`src/rtl/core/rbmc_pkg.sv`:
```
// ----------------------------------------------------------------------------
// rbmc_pkg
// Shared types, constants and lookup tables of the RGBA blend-mode compositor.
// ----------------------------------------------------------------------------
`default_nettype none

package rbmc_pkg;

  localparam int CH_W       = 8;
  localparam int U_W        = 17;
  localparam int Q_W        = 20;
  localparam int ONE_Q      = 65536;
  localparam int HALF_Q     = 32768;
  localparam int QUART_Q    = 16384;
  localparam int NUM_W      = 44;
  localparam int DEN_W      = 34;
  localparam int QUO_W      = 10;
  localparam int DIV_STEPS  = 2;
  localparam int DIV_STAGES = QUO_W / DIV_STEPS;
  localparam int PIPE_LAT   = 8 + DIV_STAGES;
  localparam int ADDR_W     = 3;
  localparam int DATA_W     = 32;

  localparam logic [26:0] RECIP_255 = 27'd67372037;

  typedef logic signed [Q_W-1:0] q_t;
  typedef logic [U_W-1:0]        uq_t;
  typedef logic [CH_W-1:0]       chan_t;

  typedef enum logic [2:0] {
    MODE_NORMAL,
    MODE_MULTIPLY,
    MODE_SCREEN,
    MODE_OVERLAY,
    MODE_ADD,
    MODE_SOFT_LIGHT
  } mode_t;

  localparam logic REG_BLEND_MODE = 1'b0;
  localparam logic REG_OPACITY    = 1'b1;

  typedef uq_t uq_lut_t [256];
  typedef q_t  q_lut_t  [256];

  function automatic longint mulq_c(longint a, longint b);
    longint p;
    p = a * b;
    if (p >= 0) begin
      return (p + HALF_Q) / ONE_Q;
    end
    return -((-p + HALF_Q) / ONE_Q);
  endfunction

  function automatic longint sqrt_c(longint b);
    longint x;
    longint r;
    longint bt;
    longint rem;
    bit     run;
    x   = b * ONE_Q;
    r   = 0;
    bt  = longint'(1) << 34;
    rem = x;
    run = 1'b0;
    for (int i = 0; i < 18; i++) begin
      if (bt != 0) begin
        if (run || bt <= x) begin
          run = 1'b1;
          if (rem >= r + bt) begin
            rem = rem - (r + bt);
            r   = (r >> 1) + bt;
          end else begin
            r = r >> 1;
          end
        end
        bt = bt >> 2;
      end
    end
    if (x - r * r > r) begin
      r = r + 1;
    end
    return r;
  endfunction

  function automatic uq_lut_t build_to_q();
    uq_lut_t t;
    for (int c = 0; c < 256; c++) begin
      t[c] = uq_t'((longint'(c) * 131072 + 255) / 510);
    end
    return t;
  endfunction

  function automatic q_lut_t build_soft_d();
    q_lut_t t;
    longint b;
    longint d;
    for (int c = 0; c < 256; c++) begin
      b = (longint'(c) * 131072 + 255) / 510;
      if (b <= QUART_Q) begin
        d = mulq_c(16 * b - 12 * longint'(ONE_Q), b) + 4 * longint'(ONE_Q);
        d = mulq_c(d, b);
      end else begin
        d = sqrt_c(b);
      end
      t[c] = q_t'(d);
    end
    return t;
  endfunction

  localparam uq_lut_t TO_Q_LUT   = build_to_q();
  localparam q_lut_t  SOFT_D_LUT = build_soft_d();

  function automatic q_t mulq(q_t a, q_t b);
    logic signed [2*Q_W-1:0] p;
    logic signed [2*Q_W-1:0] r;
    p = a * b;
    if (p >= 0) begin
      r = (p + (2*Q_W)'(HALF_Q)) >>> 16;
    end else begin
      r = -((-p + (2*Q_W)'(HALF_Q)) >>> 16);
    end
    return q_t'(r);
  endfunction

endpackage

`default_nettype wire

```
`src/rtl/core/rbmc_div.sv`:
```
// ----------------------------------------------------------------------------
// rbmc_div
// Pipelined restoring divider, two quotient bits per stage.
// ----------------------------------------------------------------------------
`default_nettype none

module rbmc_div (
  input  wire logic                        clk,
  input  wire logic [rbmc_pkg::NUM_W-1:0]  num_i,
  input  wire logic [rbmc_pkg::DEN_W-1:0]  den_i,
  output logic      [rbmc_pkg::QUO_W-1:0]  quo_o
);
  import rbmc_pkg::*;

  logic [NUM_W-1:0] rem_r [DIV_STAGES-1];
  logic [DEN_W-1:0] den_r [DIV_STAGES-1];
  logic [QUO_W-1:0] quo_r [DIV_STAGES];

  for (genvar g = 0; g < DIV_STAGES; g++) begin : g_stage
    logic [NUM_W-1:0] rem_in;
    logic [NUM_W-1:0] rem_nxt;
    logic [DEN_W-1:0] den_in;
    logic [QUO_W-1:0] quo_in;
    logic [QUO_W-1:0] quo_nxt;

    if (g == 0) begin : g_first
      assign rem_in = num_i;
      assign den_in = den_i;
      assign quo_in = '0;
    end else begin : g_next
      assign rem_in = rem_r[g-1];
      assign den_in = den_r[g-1];
      assign quo_in = quo_r[g-1];
    end

    always_comb begin
      logic [NUM_W-1:0] trial;
      rem_nxt = rem_in;
      quo_nxt = quo_in;
      for (int k = 0; k < DIV_STEPS; k++) begin
        trial = NUM_W'(den_in) << (QUO_W - 1 - g * DIV_STEPS - k);
        if (rem_nxt >= trial) begin
          rem_nxt = rem_nxt - trial;
          quo_nxt[QUO_W - 1 - g * DIV_STEPS - k] = 1'b1;
        end
      end
    end

    always_ff @(posedge clk) begin
      quo_r[g] <= quo_nxt;
    end

    if (g < DIV_STAGES - 1) begin : g_keep
      always_ff @(posedge clk) begin
        rem_r[g] <= rem_nxt;
        den_r[g] <= den_in;
      end
    end
  end

  assign quo_o = quo_r[DIV_STAGES-1];

endmodule

`default_nettype wire

```
`config.mk`:
```
export PLATFORM = sky130hd
export DESIGN_NAME = rbmc_div
export DESIGN_NICKNAME = d
export VERILOG_FILES = /design/src/rtl/core/rbmc_pkg.sv /design/src/rtl/core/rbmc_div.sv
export SDC_FILE = /design/constraint.sdc
export NUM_CORES = 1
export LEC_CHECK = 0
export BUFFER_PORTS_ARGS = -buffer_cell sky130_fd_sc_hd__buf_2
export CAP_MARGIN = 10
export CORE_AREA = 3 3 227 229
export DETAILED_ROUTE_END_ITERATION = 12
export DIE_AREA = 0 0 230 232
export PLACE_DENSITY = 0.84
export SLEW_MARGIN = 20
export SYNTH_ARGS = -nofsm -noshare
export SYNTH_HDL_FRONTEND = slang
export SYNTH_SLANG_ARGS = --single-unit
```
`constraint.sdc`:
```
create_clock -name clk -period 6.4 [get_ports clk]
set_input_delay 0.32 -clock clk [delete_from_list [all_inputs] [get_ports clk]]
set_output_delay 0.32 -clock clk [all_outputs]
set_load 0.005 [all_outputs]
```
# Word level (Yosys, flattened, before mapping)
# Memory sizes are Yosys's and may differ from the RTL's.
# Cells that the tools add are included.
[totals]
word_cells = 41
regBits = 0
out_inout_bits = 10
mem_count = 3
ramBits = 362
[op_classes]
muxes = 19
addsub = 9
order_cmp = 10
[mem_list]
columns = ["name", "depth", "width", "read_ports", "rd_clocked_by_memory_dff", "write_ports", "line_no", "rtl"]
rows = [
  ["rem_r", 4, 44, 4, 0, 4, "rbmc_div.sv:15", "logic [NUM_W-1:0] rem_r [DIV_STAGES-1];"],
  ["den_r", 4, 34, 4, 0, 4, "rbmc_div.sv:16", "logic [DEN_W-1:0] den_r [DIV_STAGES-1];"],
  ["quo_r", 5, 10, 5, 0, 5, "rbmc_div.sv:17", "logic [QUO_W-1:0] quo_r [DIV_STAGES];"],
]
[op_table]
columns = ["cell", "count"]
rows = [
  ["$mux W44", 9],
  ["$ge A44 B34 Y1", 1],
  ["$ge A44 B35 Y1", 1],
  ["$ge A44 B36 Y1", 1],
  ["$ge A44 B37 Y1", 1],
  ["$ge A44 B38 Y1", 1],
  ["$ge A44 B39 Y1", 1],
  ["$ge A44 B40 Y1", 1],
  ["$ge A44 B41 Y1", 1],
  ["$ge A44 B42 Y1", 1],
  ["$ge A44 B43 Y1", 1],
  ["$sub A44 B35 Y44", 1],
  ["$sub A44 B36 Y44", 1],
  ["$sub A44 B37 Y44", 1],
  ["$sub A44 B38 Y44", 1],
  ["$sub A44 B39 Y44", 1],
  ["$sub A44 B40 Y44", 1],
  ["$sub A44 B41 Y44", 1],
  ["$sub A44 B42 Y44", 1],
  ["$sub A44 B43 Y44", 1],
  ["$mux W1", 10],
]

# Depth between registers and ports, before layout
# Gate-level depths: netlist of run 1.
# An unclocked memory read counts as a cell.
[depth]
ltp_word = 5
depth_mapped = 28
depth_no_buf = 25

# Worst setup path after synthesis of run 1
# No wires, ideal clock.
[synth_timing]
kind = "reg2reg"
from = "memory den_r[2][6]"
to = "memory rem_r[3][11]"
arrival_ns = 5.905
setup_ns = 0.123
period_less_slack_ns = 6.029
path_slack_ns = 0.371
path_stages_with_launch = 25
path_buffers = 3
cell_sequence = "dfxtp_1 -> inv_1 -> ha_1 -> a21o_1 -> or3_1 -> o211a_1 -> o2111ai_1 -> a21oi_1 -> nor2_1 -> buf_2 -> inv_2 -> clkbuf_1 -> mux2_2 -> ha_1 -> a21oi_1 -> o21ai_1 -> or3_1 -> o21ai_1 -> o21ai_1 -> a211oi_2 -> nand2b_1 -> or4_1 -> nor4b_4 -> buf_4 -> mux2_1"
[synth_lines]
columns = ["element", "line_no"]
rows = [
  ["start, declared", "rbmc_div.sv:16"],
  ["end, declared", "rbmc_div.sv:15"],
]

==> results of run 1 <==
[worst min-delay path, cell delays in order]
cell and delay [ns]:
buf_2 0.10, inv_1 0.09, mux2i_1 0.09
[state kept, by name, summed over array words and instances, names as in the netlist]
name,count
rem_r,176
quo_r,30
den_r,136
[final cells by class]
class | count | share of cell area, %
timing repair buffer | 263 | 6.01
clock inverter | 22 | 1.01
clock buffer | 44 | 3.06
inverter | 263 | 3.06
multi-input combinational | 2871 | 63.2
sequential | 342 | 21.1
tap | 672 | 2.59
antenna | 1 | 0.00771
[stage by stage]
step	utilization (%)	setup TNS (ns)	worst slack [ns]	hold slack, ns	instances
finish	65.1	0	0.254	0.0962	4478
global route	65.1	-0.0548	-0.0145	0.109	4477
CTS	64.8	0	0.112	0.0805	4473
detailed placement	61.3	0	0.0649	0.312	4365
global placement	61.3	0	0.0578	0.310	4365
floorplan	-	0	0.371	0.310	3564
[worst max-delay path by stage]
stage | from | cells after the start | to | slack [ns]
5_1_grt | den_r[0][0] | 23 | rem_r[1][25] | -0.01
3_5_place_dp | den_i[16] | 24 | rem_r[0][14] | 0.06
6_report | den_r[0][0] | 23 | rem_r[1][25] | 0.25
3_3_place_gp | den_i[16] | 24 | rem_r[0][14] | 0.06
4_1_cts | den_i[16] | 25 | rem_r[0][29] | 0.11
2_1_floorplan | den_r[2][6] | 24 | rem_r[3][11] | 0.37
[cells by family after synthesis]
kind of cell	Yosys count
compound gates	1109
flops	342
simple gates	976
xor+xnor	277
mux	159
buf+inv	352
fa+ha+maj	349
[metal layers]
layer | GRT usage, % | wire length [um] | up-vias | part of all wire (%)
met5 | 0 | 0 | - | 0
met4 | 14.9 | 4400 | 0 | 5.6
met3 | 2.80 | 4170 | 216 | 5.3
met2 | 48.5 | 36100 | 959 | 46
met1 | 36.1 | 34200 | 12200 | 43
li1 | - | - | 13400 | -
[synth_stat cells, drive strengths merged (11+ instances only)]
| cell | number | area share, % |
|---|---|---|
| buf | 27 | 0.51 |
| o31a | 12 | 0.37 |
| a21oi | 330 | 5.8 |
| mux2i | 15 | 0.53 |
| nor3 | 61 | 1.1 |
| and3 | 23 | 0.50 |
| o211ai | 27 | 0.73 |
| nand2 | 316 | 4.1 |
| a2111oi | 15 | 0.46 |
| and2 | 20 | 0.44 |
| dfxtp | 342 | 24 |
| a21o | 130 | 3.4 |
| a31o | 11 | 0.34 |
| or4 | 13 | 0.34 |
| a211oi | 37 | 1.0 |
| nor4 | 15 | 0.38 |
| a211o | 13 | 0.40 |
| nand2b | 35 | 0.77 |
| xor2 | 91 | 2.8 |
| nand3 | 76 | 1.3 |
| o31ai | 27 | 0.71 |
| nor2b | 44 | 0.96 |
| o21a | 51 | 1.3 |
| nand4 | 65 | 1.4 |
| ha | 340 | 15 |
| and4 | 17 | 0.52 |
| xnor2 | 186 | 5.7 |
| o21bai | 47 | 1.2 |
| a21boi | 12 | 0.32 |
| mux2 | 144 | 5.7 |
| or3 | 20 | 0.44 |
| nor2 | 236 | 3.1 |
| o21ai | 267 | 4.7 |
| clkbuf | 62 | 0.81 |
| a31oi | 35 | 0.79 |
| inv | 262 | 3.4 |
[timing repair]
item	4_1_cts	5_1_grt
buffers inserted	0	2
hold endpoints to repair	42	0
resized for setup	0	27
setup endpoints to repair	0	112
hold buffers	42	0
==> key figures, run 1 <==
Clocking
  – H-tree depth: 2
  – Root Driver: clkbuf_16
  – CTS tree: done
  – Cts bufs inserted: 37
  – Max Buffers Root-to-Sink: 3
  – CTS clk-pin slew, worst paths: 0.06 ns
  – Worst skew pair latency: about 0.57 ns
  – CTS sink cnt: roughly 340

Job
  – Max-Cap Viols: 0

Synthesis
  – Post-synthesis async set-or-reset flop share: 0%
  – Post-synthesis net count: 3,992
  – Top FF cell, synth: dfxtp_1
  – Synthesized area: between 0.02 and 0.03 mm2
  – Mux contribution to synthesized area: 6.20%
  – Synth Area in Adders: 15.5%
  – Seq cells post-synth: 342
  – Largest family of logic cells by synthesized area: compound AO/OA/AOI/OAI gates
  – EDFF count, synth: 0
  – Synth Area per Inst: 8.02 um2
  – Post-synth cell types: 88
  – Synth Area in Compound Gates: 24.7%
  – Post-synthesis sequential area ratio: 23.9%
  – Synth Area in XOR/XNOR: 8.48%
  – Yosys warning total: 0
  – Mapped Cells: 3,564
  – Post-Synth Simple-Gate Area: 16.4%

Finish
  – Layout area overhead: 13.5%
  – Fin nets: 4,206
  – Final Cell Area: 0.0324 mm2
  – Register Area: about 0.007 mm2
  – Layout cells sized above 1: 12.6%
  – Most common cell after layout, fill and taps aside: dfxtp_1
  – Fill cells: 4,312
  – Most frequent cells in the layout: 342 x dfxtp_1, 339 x ha_1, 327 x a21oi_1
  – Area taken by multi-input logic gates: just over 0.02 mm2

Setup path
  – Crit path max-delay family: compound AO/OA/AOI/OAI gates
  – Critical Path AT: between 6 and 7 ns
  – Reg-to-reg startpoint: den_r[0][0]
  – Worst setup SP type: flop
  – Worst R2R Setup Slack: 0.25 ns
  – R2r worst-path depth: 23
  – Max incr delay on CP: 0.58 ns
  – CP Data Required Time: just under 7 ns
  – CP max stage cell: or4b_1
  – Setup CP Type: reg2reg
  – Crit path cell chain: ha_1, inv_1, fa_1, a211oi_2, o211ai_1, a2111o_1, a31o_2, a21oi_2, o21bai_1, a21oi_1, xor2_1, a21oi_1, ha_1, a2111oi_1, o21ai_0, a221o_1, a21boi_0, o221ai_1, o22ai_1, inv_1, or4b_1, buf_12, mux2_1
  – Critical R2R Capture: rem_r[1][25]
  – Buf/Inv on CP: 3
  – Worst-path fanout max: 38
  – Critical Path Sink Type: flop

GRT
  – Largest net degree at the start of global routing: 45
  – First-pass GRT wire length: approximately 130,000 um
  – Initial antenna violation count: 0
  – Gr usage total: 28.6%
  – Remaining global-route overflow: 0
  – Number of global-route vias before repair: 25.8k

Timing
  – Worst Skew: 0.0250 ns
  – Worst slew pin tran: slightly below 0.8 ns
  – Min cycle time layout: 6.15 ns
  – Maximum clock rate: around 160 MHz
  – Hold Violations, Final: 0
  – Slew Limit Headroom: 47.3%
  – Final worst-path cycle share: 96.0%
  – Pins Over Slew Limit: 0
  – Final setup viols: 0

Min path
  – Worst hold stages: 3
  – Worst Hold End: rem_r[0][8]
  – Worst Hold Class: in2reg
  – HP Start: num_i[8]

Routing
  – DR vias/cell: ~6.0
  – Initial DRC Count: 1,463
  – DRC violations left: 0
  – ANT nets after route: 0
  – DR WL/cell: between 15 and 20 um
  – Detailed Route WL: 78,900 um
  – Router iterations before antenna repair: 8
  – Vias: roughly 27k

Place
  – Port buffer count: 88
  – GPL Wtd Cong: 1.01
  – DP Area: slightly above 0.03 mm2
  – Detailed-placement wirelength estimate: 63,200 um

Die
  – Top-level port count: 89
  – Std cell rows: 82
  – Die area: about 0.053 mm2
  – Die H: ~230 um
  – Die W: 230 um
  – Starting Density: 57.4%
  – Core ar.: 0.0499 mm2

Run status
  – Status: finished, final reports clean
Power of run 1 is left out: the tool's default activity adds up to more than one toggle a clock period on the data nets, which glitch-free logic cannot reach.
==> inputs of run 2 (changes only) <==
Settings changed: CORE_AREA 3 3 227 229 to 3 3 216 218, DIE_AREA 0 0 230 232 to 0 0 219 221, PLACE_DENSITY 0.84 to 0.88.
Clock period 6.4 ns to 6.9 ns, I/O delays scaled along.
==> key figures, run 2 (same netlist as run 1, synthesis figures left out) <==
Run status
  – Status: finished, final reports clean

GRT
  – Number of global-route vias before repair: 25.7k
  – First-pass GRT wire length: 124,000 um
  – Gr usage total: 30.7%
  – Largest net degree at the start of global routing: 64
  – Initial antenna violation count: 0
  – Remaining global-route overflow: 0

Clocking
  – Max Buffers Root-to-Sink: 3
  – Root Driver: clkbuf_16
  – CTS tree: done
  – Worst skew pair latency: 0.55 ns
  – Cts bufs inserted: 37
  – CTS sink cnt: 342
  – H-tree depth: 2
  – CTS clk-pin slew, worst paths: 0.06 ns

Place
  – Post-Place Worst Slack: 0.394 ns
  – GPL Wtd Cong: 1.05
  – Detailed-placement wirelength estimate: 60,800 um
  – Placed insts: 4,201
  – Port buffer count: 88
  – DP Area: 0.0298 mm2

Timing
  – Maximum clock rate: 149 MHz
  – Min cycle time layout: approximately 6.7 ns
  – Pins Over Slew Limit: 0
  – Setup ws final: about 0.17 ns
  – Hold Violations, Final: 0
  – Worst Skew: 0.0162 ns
  – Slew Limit Headroom: 49.0%
  – Final setup viols: 0
  – Worst slew pin tran: 0.746 ns
  – RSZ-0062 raised after global routing: yes
  – Final worst-path cycle share: 97.5%

Routing
  – Vias: about 27k
  – DRC violations left: 0
  – DR vias/cell: 6.17
  – Initial DRC Count: approximately 2.6k
  – Router iterations before antenna repair: 6
  – ANT nets after route: 0
  – DR WL/cell: 17.9 um
  – Detailed Route WL: 77,100 um

Finish
  – Ant. Diodes: 0
  – Biggest regs: rem_r x176, den_r x136, quo_r x30
  – Largest Register: rem_r
  – Fin nets: 4,111
  – Most common cell after layout, fill and taps aside: dfxtp_1
  – Largest register FFs: between 150 and 200
  – Layout cells sized above 1: about a tenth
  – Layout area overhead: 9.94%
  – Most frequent cells in the layout: 342 x dfxtp_1, 340 x ha_1, 330 x a21oi_1
  – Non-filler cells, final: 4,309
  – Final Cell Area: about 0.031 mm2

Setup path
  – Worst setup endpoint: rem_r[0][19]
  – Reg-to-reg startpoint: den_r[2][10]
  – Worst setup path startpoint: den_i[13]
  – Worst setup SP type: primary input
  – Setup CP Type: in2reg
  – Critical Path Sink Type: flop
  – R2r worst-path depth: 23
  – Worst R2R Setup Slack: 0.24 ns
  – CP Data Required Time: ~7.3 ns
  – Worst-path fanout max: 36
  – Critical Path AT: 7.15 ns
  – Critical R2R Capture: rem_r[3][6]

Die
  – Top-level port count: 89
  – Die W: 219 um
  – Core ar.: around 0.045 mm2
  – Die H: 221 um
  – Starting Density: 63.4%
  – Std cell rows: 78
  – Die area: around 0.048 mm2

Job
  – Max-Cap Viols: 0

Min path
  – Worst Hold Class: in2reg
  – Worst hold stages: 3
run 2: cell types whose count changed in the layout (fill, tap and decap cells not counted), moves of 3 or more:
cell / delta
clkinv_4: -3
a21oi_1: +3
bufinv_16: -4
buf_4: -90
a21oi_2: -3
o21ai_0: +5
o21ai_1: -4
buf_6: -3
run 2: worst max-delay path, stage by stage:
cell           delay, ns
dlygate4sd3_1       0.53
buf_2               0.13
inv_1               0.07
ha_1                0.38
nand3_1             0.16
a21boi_0            0.38
or2_2               0.20
nor2_1              0.06
a211oi_1            0.56
o31a_1              0.24
o32a_2              0.44
mux2_2              0.44
fa_1                0.45
nor2b_1             0.12
o21ai_0             0.10
a21oi_1             0.28
nor3_1              0.14
o21ai_0             0.45
o21a_1              0.20
nor2_1              0.04
o21ai_0             0.39
a31oi_1             0.25
nand4b_2            0.16
buf_12              0.22
mux2_2              0.37
run 2: metal layers:
layer	vias up	wire, um	GRT usage, %
met1	12200	32800	38.7
met3	249	4330	2.90
met2	1028	35900	52.8
met5	-	0	0
met4	0	4020	14.4
li1	13200	-	-
run 2: how the worst min path moves through the flow:
stage | startpoint | end | slack, ns
3_3_place_gp | quo_r[0][37] | quo_r[0][47] | 0.31
6_report | num_i[8] | rem_r[0][8] | 0.11
5_1_grt | num_i[8] | rem_r[0][8] | 0.13
3_5_place_dp | quo_r[0][25] | quo_r[0][35] | 0.31
4_1_cts | num_i[8] | rem_r[0][8] | 0.1
2_1_floorplan | quo_r[0][8] | quo_r[0][18] | 0.31
run 2: stage by stage:
step	hold WS (ns)	TNS, ns	utilization, %
3_5_place_dp	0.312	0	66.0
2_1_floorplan	0.310	0	-
4_1_cts	0.0983	0	69.7
5_1_grt	0.129	-0.00718	69.7
3_3_place_gp	0.311	0	66.0
6_report	0.113	0	69.7
run 2: what timing repair did:
action	in CTS	in global routing
hold buffers	42	0
setup buffers	0	1
gates resized for setup	0	1
hold endpoints to repair	42	0
setup endpoints to repair	0	4
run 2: area by class of cell:
class / count / area (um2)
inverters: 263 / 987
multi-input cells: 2870 / 20400
repair buffers: 169 / 1220
fillers: 3630 / 13600
clock buffers: 48 / 1030
clock inverters: 17 / 200
well taps: 600 / 751
flip-flops and latches: 342 / 6850
Power of run 2 is left out for the same reason.
